`src/sv/html_tag_stripper_unit_defines.svh`:
```
// assertion macros shared by the html tag stripper modules
`ifndef HTML_TAG_STRIPPER_UNIT_DEFINES_SVH
`define HTML_TAG_STRIPPER_UNIT_DEFINES_SVH

// condition holds at every edge out of reset
`define HTSU_ASSERT_ALWAYS(label, cond, msg) \
	label: assert property (@(posedge clk) disable iff (!arst_n) (cond)) else $error(msg);

// consequence holds in the same cycle
`define HTSU_ASSERT_IMPLY(label, ante, cons, msg) \
	label: assert property (@(posedge clk) disable iff (!arst_n) (ante) |-> (cons)) \
		else $error(msg);

// consequence holds in the next cycle
`define HTSU_ASSERT_NEXT(label, ante, cons, msg) \
	label: assert property (@(posedge clk) disable iff (!arst_n) (ante) |=> (cons)) \
		else $error(msg);

`endif

```
`src/sv/htsu_pkg.sv`:
```
// types, constants and byte decision function of the html tag stripper
package htsu_pkg;

	localparam int DEPTH_BITS   = 8;
	localparam int BRACKET_BITS = 8;
	localparam int QDEPTH       = 4;
	localparam int QPTR_BITS    = $clog2(QDEPTH);
	localparam int QCNT_BITS    = QPTR_BITS + 1;

	typedef enum logic [2:0] {
		MODE_TEXT    = 3'd0,
		MODE_TAG     = 3'd1,
		MODE_PI      = 3'd2,
		MODE_DECL    = 3'd3,
		MODE_COMMENT = 3'd4
	} mode_t;

	localparam logic [7:0] CH_NUL    = 8'h00;
	localparam logic [7:0] CH_LT     = "<";
	localparam logic [7:0] CH_GT     = ">";
	localparam logic [7:0] CH_BANG   = "!";
	localparam logic [7:0] CH_QMARK  = "?";
	localparam logic [7:0] CH_DASH   = "-";
	localparam logic [7:0] CH_LPAREN = "(";
	localparam logic [7:0] CH_RPAREN = ")";
	localparam logic [7:0] CH_DQUOTE = 8'h22;
	localparam logic [7:0] CH_SQUOTE = 8'h27;
	localparam logic [7:0] CH_BSLASH = 8'h5c;
	localparam logic [7:0] CH_UPPER_E = "E";
	localparam logic [7:0] CH_LOWER_E = "e";
	localparam logic [7:0] CH_LOWER_L = "l";
	localparam logic [7:0] CH_LOWER_M = "m";
	localparam logic [7:0] CH_LOWER_X = "x";
	localparam logic [7:0] CH_SPACE  = 8'h20;
	localparam logic [7:0] CH_TAB    = 8'h09;
	localparam logic [7:0] CH_CR     = 8'h0d;
	localparam logic [7:0] CH_UPPER_A = "A";
	localparam logic [7:0] CH_UPPER_Z = "Z";

	// doctype spelled backward from the byte just before, entry 0 is 'p'
	localparam logic [5:0][7:0] DOCTYPE_BACK = "doctyp";

	typedef logic signed [BRACKET_BITS-1:0] bracket_t;
	localparam bracket_t BR_MAX = {1'b0, {(BRACKET_BITS-1){1'b1}}};
	localparam bracket_t BR_MIN = {1'b1, {(BRACKET_BITS-1){1'b0}}};

	typedef struct packed {
		mode_t                 mode;
		logic [DEPTH_BITS-1:0] nest_depth;
		logic [7:0]            quote_char;
		logic [7:0]            last_mark;
		bracket_t              bracket_balance;
		logic [5:0][7:0]       hist;
		logic [2:0]            bytes_seen;
	} state_t;

	typedef struct packed {
		state_t st;
		logic   keep;
	} step_t;

	typedef struct packed {
		logic [7:0] out_byte;
		logic       byte_valid;
		logic       part_end;
		logic [2:0] final_mode;
	} result_t;

	typedef struct packed {
		logic [1:0] cnt;
		result_t    first;
		result_t    second;
	} push_t;

	function automatic logic is_space(logic [7:0] n);
		return (n == CH_SPACE) || (n >= CH_TAB && n <= CH_CR);
	endfunction

	function automatic logic [7:0] to_lower(logic [7:0] c);
		return (c >= CH_UPPER_A && c <= CH_UPPER_Z) ? c + 8'd32 : c;
	endfunction

	function automatic mode_t start_of(logic [2:0] sm);
		return (sm > 3'd4) ? MODE_TEXT : mode_t'(sm);
	endfunction

	function automatic state_t clear_state(logic [2:0] sm);
		state_t s;
		s = '0;
		s.mode = start_of(sm);
		return s;
	endfunction

	// doctype and xml switches, else an ordinary character
	function automatic step_t letter_tail(state_t s, logic try_doctype);
		step_t r;
		logic  dt_match;
		r.st = s;
		r.keep = 1'b0;
		dt_match = 1'b1;
		for (int k = 0; k < 6; k++) begin
			if (to_lower(s.hist[k]) != DOCTYPE_BACK[k])
				dt_match = 1'b0;
		end
		if (try_doctype && s.mode == MODE_DECL && s.bytes_seen == 3'd7 && dt_match) begin
			r.st.mode = MODE_TAG;
		end else if (s.mode == MODE_PI && s.bytes_seen >= 3'd3 &&
			s.hist[0] == CH_LOWER_M && s.hist[1] == CH_LOWER_X) begin
			r.st.mode = MODE_TAG;
		end else begin
			r.keep = (s.mode == MODE_TEXT);
		end
		return r;
	endfunction

	// decide one byte against the state, return next state and keep flag
	function automatic step_t handle_byte(state_t s, logic [7:0] c, logic next_space);
		step_t      r;
		logic       have1;
		logic [7:0] p1;
		logic [7:0] p2;
		r.st = s;
		r.keep = 1'b0;
		have1 = (s.bytes_seen != 3'd0);
		p1 = s.hist[0];
		p2 = s.hist[1];
		unique case (c)
			CH_NUL: begin
			end
			CH_LT: begin
				if (next_space) begin
					r.keep = (s.mode == MODE_TEXT);
				end else if (s.mode == MODE_TEXT) begin
					r.st.last_mark = CH_LT;
					r.st.mode = MODE_TAG;
				end else if (s.mode == MODE_TAG && s.nest_depth != {DEPTH_BITS{1'b1}}) begin
					r.st.nest_depth = s.nest_depth + DEPTH_BITS'(1);
				end
			end
			CH_LPAREN, CH_RPAREN: begin
				if (s.mode == MODE_PI) begin
					if (s.last_mark != CH_DQUOTE && s.last_mark != CH_SQUOTE) begin
						r.st.last_mark = c;
						if (c == CH_LPAREN && s.bracket_balance != BR_MAX)
							r.st.bracket_balance = s.bracket_balance + bracket_t'(1);
						else if (c == CH_RPAREN && s.bracket_balance != BR_MIN)
							r.st.bracket_balance = s.bracket_balance - bracket_t'(1);
					end
				end else begin
					r.keep = (s.mode == MODE_TEXT);
				end
			end
			CH_GT: begin
				if (s.nest_depth != '0) begin
					r.st.nest_depth = s.nest_depth - DEPTH_BITS'(1);
				end else if (s.quote_char == CH_NUL) begin
					unique case (s.mode)
						MODE_TAG: begin
							r.st.last_mark = CH_GT;
							r.st.mode = MODE_TEXT;
						end
						MODE_PI: begin
							if (s.bracket_balance == '0 && s.last_mark != CH_DQUOTE &&
								have1 && p1 == CH_QMARK)
								r.st.mode = MODE_TEXT;
						end
						MODE_DECL: r.st.mode = MODE_TEXT;
						MODE_COMMENT: begin
							if (s.bytes_seen >= 3'd2 && p1 == CH_DASH && p2 == CH_DASH)
								r.st.mode = MODE_TEXT;
						end
						default: r.keep = 1'b1;
					endcase
				end
			end
			CH_DQUOTE, CH_SQUOTE: begin
				if (s.mode == MODE_PI && (!have1 || p1 != CH_BSLASH)) begin
					if (s.last_mark == c)
						r.st.last_mark = CH_NUL;
					else if (s.last_mark != CH_BSLASH)
						r.st.last_mark = c;
				end else if (s.mode == MODE_TEXT) begin
					r.keep = 1'b1;
				end
				if (s.mode != MODE_TEXT && have1 && p1 != CH_BSLASH &&
					(s.quote_char == CH_NUL || c == s.quote_char))
					r.st.quote_char = (s.quote_char != CH_NUL) ? CH_NUL : c;
			end
			CH_BANG: begin
				if (s.mode == MODE_TAG && have1 && p1 == CH_LT) begin
					r.st.mode = MODE_DECL;
					r.st.last_mark = CH_BANG;
				end else begin
					r.keep = (s.mode == MODE_TEXT);
				end
			end
			CH_DASH: begin
				if (s.mode == MODE_DECL && s.bytes_seen >= 3'd2 && p1 == CH_DASH && p2 == CH_BANG)
					r.st.mode = MODE_COMMENT;
				else
					r.keep = (s.mode == MODE_TEXT);
			end
			CH_QMARK: begin
				if (s.mode == MODE_TAG && have1 && p1 == CH_LT) begin
					r.st.bracket_balance = '0;
					r.st.mode = MODE_PI;
				end else begin
					r = letter_tail(s, 1'b1);
				end
			end
			CH_UPPER_E, CH_LOWER_E: r = letter_tail(s, 1'b1);
			CH_LOWER_L:             r = letter_tail(s, 1'b0);
			default:                r.keep = (s.mode == MODE_TEXT);
		endcase
		r.st.hist = {s.hist[4:0], c};
		if (s.bytes_seen != 3'd7)
			r.st.bytes_seen = s.bytes_seen + 3'd1;
		return r;
	endfunction

endpackage

```
`src/sv/htsu_outq.sv`:
```
// result queue that takes up to two results a cycle and hands out one while out_stall is low
`include "html_tag_stripper_unit_defines.svh"

module htsu_outq import htsu_pkg::*; (
	input  logic    clk,
	input  logic    arst_n,
	input  push_t   push,
	output logic    room,
	output result_t head,
	output logic    out_valid,
	input  logic    out_stall
);

	result_t                entries [QDEPTH];
	logic [QPTR_BITS-1:0]   wr_ptr_q;
	logic [QPTR_BITS-1:0]   rd_ptr_q;
	logic [QCNT_BITS-1:0]   count_q;
	logic                   pop;

	assign out_valid = (count_q != '0);
	assign pop       = out_valid && !out_stall;
	assign head      = entries[rd_ptr_q];
	// room for a full pair of results, ignoring a pop in the same cycle
	assign room      = (count_q <= QCNT_BITS'(QDEPTH - 2));

	always_ff @(posedge clk) begin
		if (push.cnt != 2'd0)
			entries[wr_ptr_q] <= push.first;
		if (push.cnt == 2'd2)
			entries[wr_ptr_q + QPTR_BITS'(1)] <= push.second;
	end

	always_ff @(posedge clk or negedge arst_n) begin
		if (!arst_n) begin
			wr_ptr_q <= '0;
			rd_ptr_q <= '0;
			count_q  <= '0;
		end else begin
			wr_ptr_q <= wr_ptr_q + QPTR_BITS'(push.cnt);
			rd_ptr_q <= rd_ptr_q + QPTR_BITS'(pop);
			count_q  <= count_q + QCNT_BITS'(push.cnt) - QCNT_BITS'(pop);
		end
	end

	`HTSU_ASSERT_IMPLY(a_push_room, push.cnt != 2'd0, room, "push without room")
	`HTSU_ASSERT_ALWAYS(a_count_max, count_q <= QCNT_BITS'(QDEPTH), "queue overflow")
	`HTSU_ASSERT_NEXT(a_count_track, 1'b1,
		count_q == $past(count_q) + QCNT_BITS'($past(push.cnt)) - QCNT_BITS'($past(pop)),
		"queue count mismatch")

endmodule

```
`src/sv/html_tag_stripper_unit.sv`:
```
// html tag stripper top level: input register, byte decision logic, result queue
// order: a byte enters the input register, is held until its successor arrives and
//   is decided with it, then passes through the result queue
// throughput: one byte per cycle unless stalled; a part end with two kept bytes
//   yields two results; the four-entry queue at one result per cycle sets the pace
// reset: asynchronous active low, clears start_mode, all part state and the queue
`include "html_tag_stripper_unit_defines.svh"

module html_tag_stripper_unit import htsu_pkg::*; (
	input  logic       clk,
	input  logic       arst_n,
	// input channel
	input  logic       in_valid,
	output logic       in_stall,
	input  logic [7:0] data_byte,
	input  logic       part_last,
	// result channel
	output logic       out_valid,
	input  logic       out_stall,
	output logic [7:0] out_byte,
	output logic       byte_valid,
	output logic       part_end,
	output logic [2:0] final_mode,
	// configuration write channel
	input  logic       cfg_valid,
	output logic       cfg_ready,
	input  logic [2:0] start_mode
);

	// input register
	logic       valid_s1;
	logic [7:0] data_byte_s1;
	logic       part_last_s1;

	// part state
	state_t     state_q;
	logic [7:0] held_byte_q;
	logic       held_valid_q;
	logic [2:0] start_mode_q;

	logic       room;
	logic       proc;
	logic       in_take;
	step_t      r1;
	step_t      r2;
	state_t     st1;
	logic       k1;
	push_t      push;
	result_t    head;

	assign cfg_ready = 1'b1;

	// the item in the input register is decided once the queue can take two results
	assign proc     = valid_s1 && room;
	assign in_stall = valid_s1 && !room;
	assign in_take  = in_valid && !in_stall;

	always_ff @(posedge clk or negedge arst_n) begin
		if (!arst_n) begin
			valid_s1 <= 1'b0;
		end else if (in_take) begin
			valid_s1 <= 1'b1;
		end else if (proc) begin
			valid_s1 <= 1'b0;
		end
	end

	always_ff @(posedge clk) begin
		if (in_take) begin
			data_byte_s1 <= data_byte;
			part_last_s1 <= part_last;
		end
	end

	// decision logic: held byte first, with the new byte as its successor,
	// then the new byte itself when it closes the part
	always_comb begin
		r1   = handle_byte(state_q, held_byte_q, is_space(data_byte_s1));
		st1  = held_valid_q ? r1.st : state_q;
		k1   = held_valid_q && r1.keep;
		r2   = handle_byte(st1, data_byte_s1, 1'b0);
		push = '0;
		if (proc) begin
			if (!part_last_s1) begin
				push.cnt = k1 ? 2'd1 : 2'd0;
				push.first = '{out_byte: held_byte_q, byte_valid: 1'b1,
					part_end: 1'b0, final_mode: 3'd0};
			end else if (k1 && r2.keep) begin
				push.cnt = 2'd2;
				push.first = '{out_byte: held_byte_q, byte_valid: 1'b1,
					part_end: 1'b0, final_mode: 3'd0};
				push.second = '{out_byte: data_byte_s1, byte_valid: 1'b1,
					part_end: 1'b1, final_mode: r2.st.mode};
			end else begin
				// one closing result: the single kept byte, or an empty marker
				push.cnt = 2'd1;
				push.first.out_byte   = k1 ? held_byte_q : (r2.keep ? data_byte_s1 : 8'd0);
				push.first.byte_valid = k1 || r2.keep;
				push.first.part_end   = 1'b1;
				push.first.final_mode = r2.st.mode;
			end
		end
	end

	// state update; config write sets start_mode_q, and the mode only while idle
	always_ff @(posedge clk or negedge arst_n) begin
		if (!arst_n) begin
			state_q      <= clear_state(3'd0);
			held_byte_q  <= 8'd0;
			held_valid_q <= 1'b0;
			start_mode_q <= 3'd0;
		end else begin
			if (proc) begin
				if (part_last_s1) begin
					state_q      <= clear_state(start_mode_q);
					held_byte_q  <= 8'd0;
					held_valid_q <= 1'b0;
				end else begin
					state_q      <= st1;
					held_byte_q  <= data_byte_s1;
					held_valid_q <= 1'b1;
				end
			end else if (cfg_valid && cfg_ready && !held_valid_q &&
				state_q.bytes_seen == 3'd0) begin
				// no part open: new start mode applies at once
				state_q.mode <= start_of(start_mode);
			end
			if (cfg_valid && cfg_ready)
				start_mode_q <= start_mode;
		end
	end

	htsu_outq u_outq (
		.clk       (clk),
		.arst_n    (arst_n),
		.push      (push),
		.room      (room),
		.head      (head),
		.out_valid (out_valid),
		.out_stall (out_stall)
	);

	assign out_byte   = head.out_byte;
	assign byte_valid = head.byte_valid;
	assign part_end   = head.part_end;
	assign final_mode = head.final_mode;

	`HTSU_ASSERT_NEXT(a_part_close, proc && part_last_s1,
		!held_valid_q && state_q.bytes_seen == 3'd0, "part state not cleared")
	`HTSU_ASSERT_NEXT(a_hold_byte, proc && !part_last_s1,
		held_valid_q && held_byte_q == $past(data_byte_s1), "byte not held")
	`HTSU_ASSERT_IMPLY(a_close_result, proc && part_last_s1,
		push.cnt != 2'd0, "part closed without a result")

endmodule
```
`config.mk`:
```
export PLATFORM = sky130hd
export DESIGN_NAME = html_tag_stripper_unit
export DESIGN_NICKNAME = d
export VERILOG_FILES = /design/src/sv/htsu_pkg.sv /design/src/sv/htsu_outq.sv /design/src/sv/html_tag_stripper_unit.sv
export VERILOG_INCLUDE_DIRS = /design/src /design/src/sv
export SDC_FILE = /design/constraint.sdc
export NUM_CORES = 1
export LEC_CHECK = 0
export BUFFER_PORTS_ARGS = -buffer_cell sky130_fd_sc_hd__clkbuf_2
export CORE_MARGIN = 4
export CORE_UTILIZATION = 55
export DETAILED_ROUTE_END_ITERATION = 6
export GPL_ROUTABILITY_DRIVEN = 0
export PLACE_DENSITY = 0.7
export SYNTH_ARGS = -nofsm -noshare
export SYNTH_HDL_FRONTEND = slang
export SYNTH_HIERARCHICAL = 1
export SYNTH_SLANG_ARGS = --single-unit
```
`constraint.sdc`:
```
create_clock -name clk -period 13.4 [get_ports clk]
set_clock_uncertainty 0.05 [all_clocks]
set_input_delay 2.68 -clock clk [delete_from_list [all_inputs] [get_ports clk]]
set_output_delay 2.68 -clock clk [all_outputs]
set_load 0.05 [all_outputs]
```
* Yosys cells after proc, flatten, opt, wreduce, memory -nomap -nowiden
Memories as Yosys holds them, arrays and structs flattened.
Cells that the tools add are included.
** Word-level totals
- Input bits :: 17
- Bits in read-only memories :: 0
- Register bits after elaboration :: 115
- RAM bits :: 52
- Output and inout port bits :: 16
- Bits in latches :: 0
- Memories kept :: 1
** Cells by class
- Bitwise operators :: 0
- Shifts and indexed selects :: 0
- $mul :: 0
- $lt $le $gt $ge :: 33
- Divide/modulo/power cells :: 0
- Eq/ne operators :: 74
- Muxes and demuxes :: 130
- Reductions and logical operators :: 103
- Add/subtract/negate cells :: 22
** Memories
- u_outq.entries :: depth 4, bits a word 13, rd ports 1, clocked after Yosys merged registers in 0, write ports 2, RTL line htsu_outq.sv:14 : result_t entries [QDEPTH];
** Operator list (number)
- two-way mux 8 bit :: 33
- equality test 8 x 6 -> 1 bit, second input constant :: 29
- two-way mux 86 bit :: 2
- inequality test 8 x 7 -> 1 bit, second input constant :: 15
- adder 8 x 6 -> 8 bit, second input constant :: 12
- greater-or-equal comparator 8 x 7 -> 1 bit, second input constant :: 12
- <= comparator 8 x 7 -> 1 bit, second input constant :: 12
- two-way mux 3 bit :: 27
- equality test 8 x 7 -> 1 bit, second input constant :: 10
- logical AND 1 bit :: 62
- two-way mux 1 bit :: 51
- zero test 8 bit :: 6
- one-hot mux 3 bit (7 select lines) :: 2
- one-hot mux 8 bit (5 select lines) :: 1
- two-way mux 16 bit :: 2
- one-hot mux 8 bit (2 select lines) :: 2
- two-way mux 15 bit :: 2
- two-way mux 28 bit :: 1
- two-way mux 13 bit :: 2
- inequality test 8 x 6 -> 1 bit, second input constant :: 3
- inequality test 8 bit, second input constant :: 3
- nonzero test 8 bit :: 3
- one-hot mux 3 bit (3 select lines) :: 2
- OR reduction 2 bit :: 9
- 30 further kinds :: 59

* Logic depth before layout (Yosys ltp)
- Depth in word-level cells :: 41
- Gate-level depth with buffers :: 24

* Cells and area by module
Netlist, hierarchy kept.
** Modules (own cells, without submodules)
- html_tag_stripper_unit :: area each 8824.7 µm², sequential area each 2747.6 µm², instances 1, cells each 1095
- htsu_outq :: area each 2939.1 µm², sequential area each 1736.7 µm², instances 1, cells each 169

* Least setup slack after synthesis
Ideal clock, no wire load.
- Path kind :: register -> register
- Start :: reg held_valid_q
- End :: mem u_outq/entries[3][0] (netlist bit) (enable)
- Cell stages (with the launch flop) :: 20
- Buffers on the path :: 5
- Clock period less this slack :: 5.688 ns
- Data arrival time :: 5.254 ns
- Setup slack :: 7.712 ns
- Cell sequence :: dfrtp_1 buf_2 buf_2 clkbuf_1 clkbuf_1 clkbuf_1 mux2_2 ha_1 a21oi_1 nor4_1 nand3_1 or3_1 a221o_1 a211oi_2 o21ba_2 o211ai_2 and3_1 a21oi_1 a21oi_1 nor2b_1
** RTL lines
- from (decl) :: RTL line html_tag_stripper_unit.sv:38 : logic held_valid_q;
- from (signal assigned) :: RTL line html_tag_stripper_unit.sv:110 : held_valid_q <= 1'b0;
- from (signal assigned) :: RTL line html_tag_stripper_unit.sv:117 : held_valid_q <= 1'b0;
- from (signal assigned) :: RTL line html_tag_stripper_unit.sv:121 : held_valid_q <= 1'b1;
- to (decl) :: RTL line htsu_outq.sv:14

==> results.txt <==
* Run status: finished clean
- Layout Cells excl Fill: 1528
* Sw power: approximately 1.1 mW
- Along the worst hold path, the cell count comes to 2.
- Launching element type of the critical path: flip-flop
* Number of antenna violations at the first check in global routing: 0
- Gate Count Post-Synth: 1264
- Total of endpoints with negative setup slack in the final report: 0
* Cell at the root of the clock tree: clkbuf_16
- The most common cell in the synthesized netlist is nand2_1.
- TritonCTS clock tree: built
- Number of instances in the placed design: ~1500
- Final-layout fill cell count: around 1800
- The number of failing hold endpoints at the final stage came to 0.
- Sequential share of the synthesized area: 38.12%
- In this run the biggest area consumer among cell types represents 22.55% of the synthesized area.
- Combined global-route utilization of all metal layers: 28.37%
- Post-layout net count: between 1000 and 1500
- Met1 track demand over resource: 41.81%
- Timing would allow up to 171.3 MHz.
- Post-CTS repair changed the size of 0 cells.
- The cell area that synthesis handed to floorplanning was roughly 0.012 mm².
* Routing usage on met3: roughly 8%
* Number of standard-cell rows in the floorplan: 53
* Async set-reset flop share out of synthesis: 63.47%
- In the final timing run, aggregate negative setup slack is 0 ns.
- Detailed-placement wirelength estimate: approximately 23 mm
- Final clock period utilization by the worst path: 43.56%
* Count of pins over their slew limit: 0
* Largest net degree at the start of global routing: 61
- Clock input transition at the sequential cells of the worst setup and hold paths: 0.07 ns
* Detailed router's first-iteration violation count: between 1000 and 1500
* Part of the total power dissipated in sequential elements: a little under two fifths
- First-pass detailed-route iteration total: 5
* R2R Setup Slk: 7.56 ns
* Global-route layer with the greatest usage: met1
- Max-slew headroom: 30.30%
* Number of hold buffers added after cts: 0
- Total Routed Length: 33.54 mm
* Yosys warns: 6
* Mean instance size in the synthesized netlist: 9.307 µm²
- Cell internal power was estimated by the tool at 1.276 mW.
* Post-CTS repair timing setup buffer count: 0
- STA classifies the critical path endpoint as a flip-flop.
- Logic depth of the worst register-to-register path: 14
- The via count of the first global-routing pass came to 9671.
* Portion of total power attributed to the clock network: 20.8%
- Summing the areas of all compound-gate instances in the mapped netlist gives 18.83% of the synthesized area.
* Data required, critical path: between 10 and 15 ns
* Die width: 154.3 µm
- Summing over every cut layer, the via total after detailed routing is 10170.
- Number of port buffers: 31
- Die area: 0.02379 mm²
- Tmin final: roughly 5.8 ns
* Peak VDD IR: 0.2193 mV
- Across the run, the number of max-cap violations was 0.
* Average detailed-routed wire length per instance: 21.95 µm
- Register bit count reported by yosys: 167
* Global-route wire length before repair: 54.12 mm
* Most frequent cells after synthesis: 136 x nand2_1, 106 x dfrtp_1, 92 x o21ai_0
- Main combinational cell family by area after synthesis: simple AND/OR/NAND/NOR gates
- Fraction of power consumed by combinational cells: 41.6%
* Post-layout util: around three fifths
- IO Pins: 33
* Arrival time of the worst setup path: 5.97 ns
- Simple-gate share of the synthesized area: 23.77%
- Switching Share: 46.98%
* Layout overhead on the synthesized area: 7.009%
* Clock latency at the later pin of the worst-skew pair: between 0.4 and 0.5 ns
- Core area: 0.02102 mm²
- Of all cell types, the one taking the most synthesized area is dfrtp_1.
- PD cells: 191.1 mW/mm²
- The most used flip-flop cell after synthesis is dfrtp_1.
- Synth unique cells: between 100 and 150
* Final routed DRC violation total: 0
- Counting flops with a built-in enable in the synthesized netlist gives 61.
* FF-to-FF End: u_outq/entries[2][8]
- The worst hold path terminates at state_q[47].
- Ant diodes: 0
- Cts bufs inserted: 17
- Crit path max fanout: 54
- Sink count of the clock tree: 167
- Gr ovfl total: 0
- Post-route antenna net violation count: 0
- In the synthesized netlist, mux cells make up just over 10% of the area.
* Layout cell share with drive strength beyond 1: 12.61%
- Maximum number of buffers from clock root to sink: 2
- The path class of the tightest hold or removal check is flip-flop to flip-flop.
- Worst hold start: state_q[47]
- The critical path is of the flip-flop to flip-flop type.
- For this run, global-route usage on met2 was measured as slightly above 40%.
- Slew at the pin with the worst max-slew slack: just over 1 ns
* XOR/XNOR share of the synthesized area: 2.010%
- Via density: roughly 6.7
- The startpoint identified for the worst register-to-register timing path is held_valid_q.
- Die boundary height: between 150 and 200 µm
* RSZ-0062 raised after global routing: false
- Number of H-tree levels: 4
* Synth Area in Adders: 2.510%
- Once the floorplan was initialized, standard cells occupied 55.96% of the core.
* Leak: 4.848 nW
- The completed layout was analyzed and its total power is 2.406 mW.
- Biggest area contributors in the synthesized netlist: dfrtp_1 23%, edfxtp_1 16%, nand2_1 4.3%
- Synthesis produced a netlist with a net count of 1304.
[worst max-delay path, stage by stage, from the launching register on]
cell and delay, ns:
dfrtp_2 0.55, buf_4 0.56, inv_2 0.49, or3_1 0.49
nor3_1 0.44, mux2i_1 0.14, nor4b_1 0.26, and4_1 0.31
nand3_2 0.15, o22ai_2 0.30, and3_1 0.20, a21oi_1 0.20
nand2b_1 0.30, nor2_2 0.69, mux2_1 0.41
[area by class of cell]
| type | count | area [µm²] | share of cell area, % |
|---|---|---|---|
| Timing Repair Buffer | 47 | 277.8 | 2.207 |
| Inverter | 34 | 127.6 | 1.014 |
| Tap cell | 275 | 344.1 | 2.733 |
| Clock buffer | 18 | 450.4 | 3.578 |
| Sequential cell | 167 | 4486 | 35.63 |
| Clock inverter | 14 | 147.6 | 1.173 |
| Multi-Input combinational cell | 973 | 6755 | 53.66 |
[logic make-up (layout without fill, tap and decap cells)]
family,count (synthesis),count (layout)
XOR/XNOR,27,27
AND/OR/NAND/NOR,500,500
AO/OA/AOI/OAI,326,326
buffers and inverters,124,113
adder cells (fa/ha/maj),23,23
multiplexers,96,96
other,1,1
flip-flops,167,167
[state kept, by name, indices dropped and copies added (netlist names)]
register         count
held_byte_q          8
u_outq/entries      52
data_byte_s1         8
u_outq/count_q       3
valid_s1             1
held_valid_q         1
start_mode_q         3
u_outq/wr_ptr_q      2
u_outq/rd_ptr_q      2
state_q             46
part_last_s1         1
r1                  40
[how the worst max path moves through the flow]
stage	startpoint	to	slack (ns)	depth (start not counted)
5_1_grt	held_valid_q	u_outq/entries[2][5]	7.21	14
2_1_floorplan	held_valid_q	u_outq/entries[3][0]	7.71	19
4_1_cts	held_valid_q	u_outq/entries[0][3]	7.68	16
3_3_place_gp	held_valid_q	u_outq/entries[0][12]	7.87	16
6_report	held_valid_q	u_outq/entries[2][8]	7.56	14
3_5_place_dp	held_valid_q	u_outq/entries[2][8]	7.74	14
[per-stage QoR]
stage | instance area [µm²] | setup slack (ns) | hold slack, ns
final | 12590 | 7.564 | 0.4699
after global routing | 12590 | 7.214 | 0.4937
after CTS | 12590 | 7.681 | 0.4757
after detailed placement | 11990 | 7.743 | 0.4596
after global placement | 11990 | 7.865 | 0.4527
after floorplan | 11760 | 7.712 | 0.4216
[layer usage]
layer / wire (µm) / vias to the layer above
met1: 14990 / 4918
met4: 722 / 0
met5: 0 / -
met2: 14690 / 467
met3: 3137 / 66
li1: - / 4719
[power by group through the flow]
stage	clock [mW]	sequential (mW)	combinational, mW
detailed placement	0	0.904	0.985
global placement	0	0.901	0.968
CTS	0.507	0.896	0.991
floorplan	0	0.757	0.837
finish	0.500	0.906	1.00
global route	0.528	0.925	1.09
[layout by cell type (no fill, tap or decap), types with 13 or more instances in the layout]
| master | n |
|---|---|
| nor2_1 | 70 |
| a22o_1 | 25 |
| xnor2_1 | 25 |
| nand3_1 | 30 |
| mux2_2 | 21 |
| mux2i_1 | 17 |
| edfxtp_1 | 61 |
| nand2_1 | 135 |
| inv_1 | 32 |
| o21ai_0 | 92 |
| nor4_1 | 23 |
| nand4_1 | 26 |
| nand2b_1 | 23 |
| buf_4 | 17 |
| nor3_1 | 39 |
| mux2_1 | 45 |
| nor2b_1 | 16 |
| mux4_2 | 13 |
| and2_1 | 24 |
| clkbuf_16 | 18 |
| ha_1 | 22 |
| a21oi_1 | 47 |
| dfrtp_1 | 105 |
| clkbuf_2 | 30 |
| a22oi_1 | 29 |
| a31oi_1 | 19 |
Power figures use the tool's default switching activity.
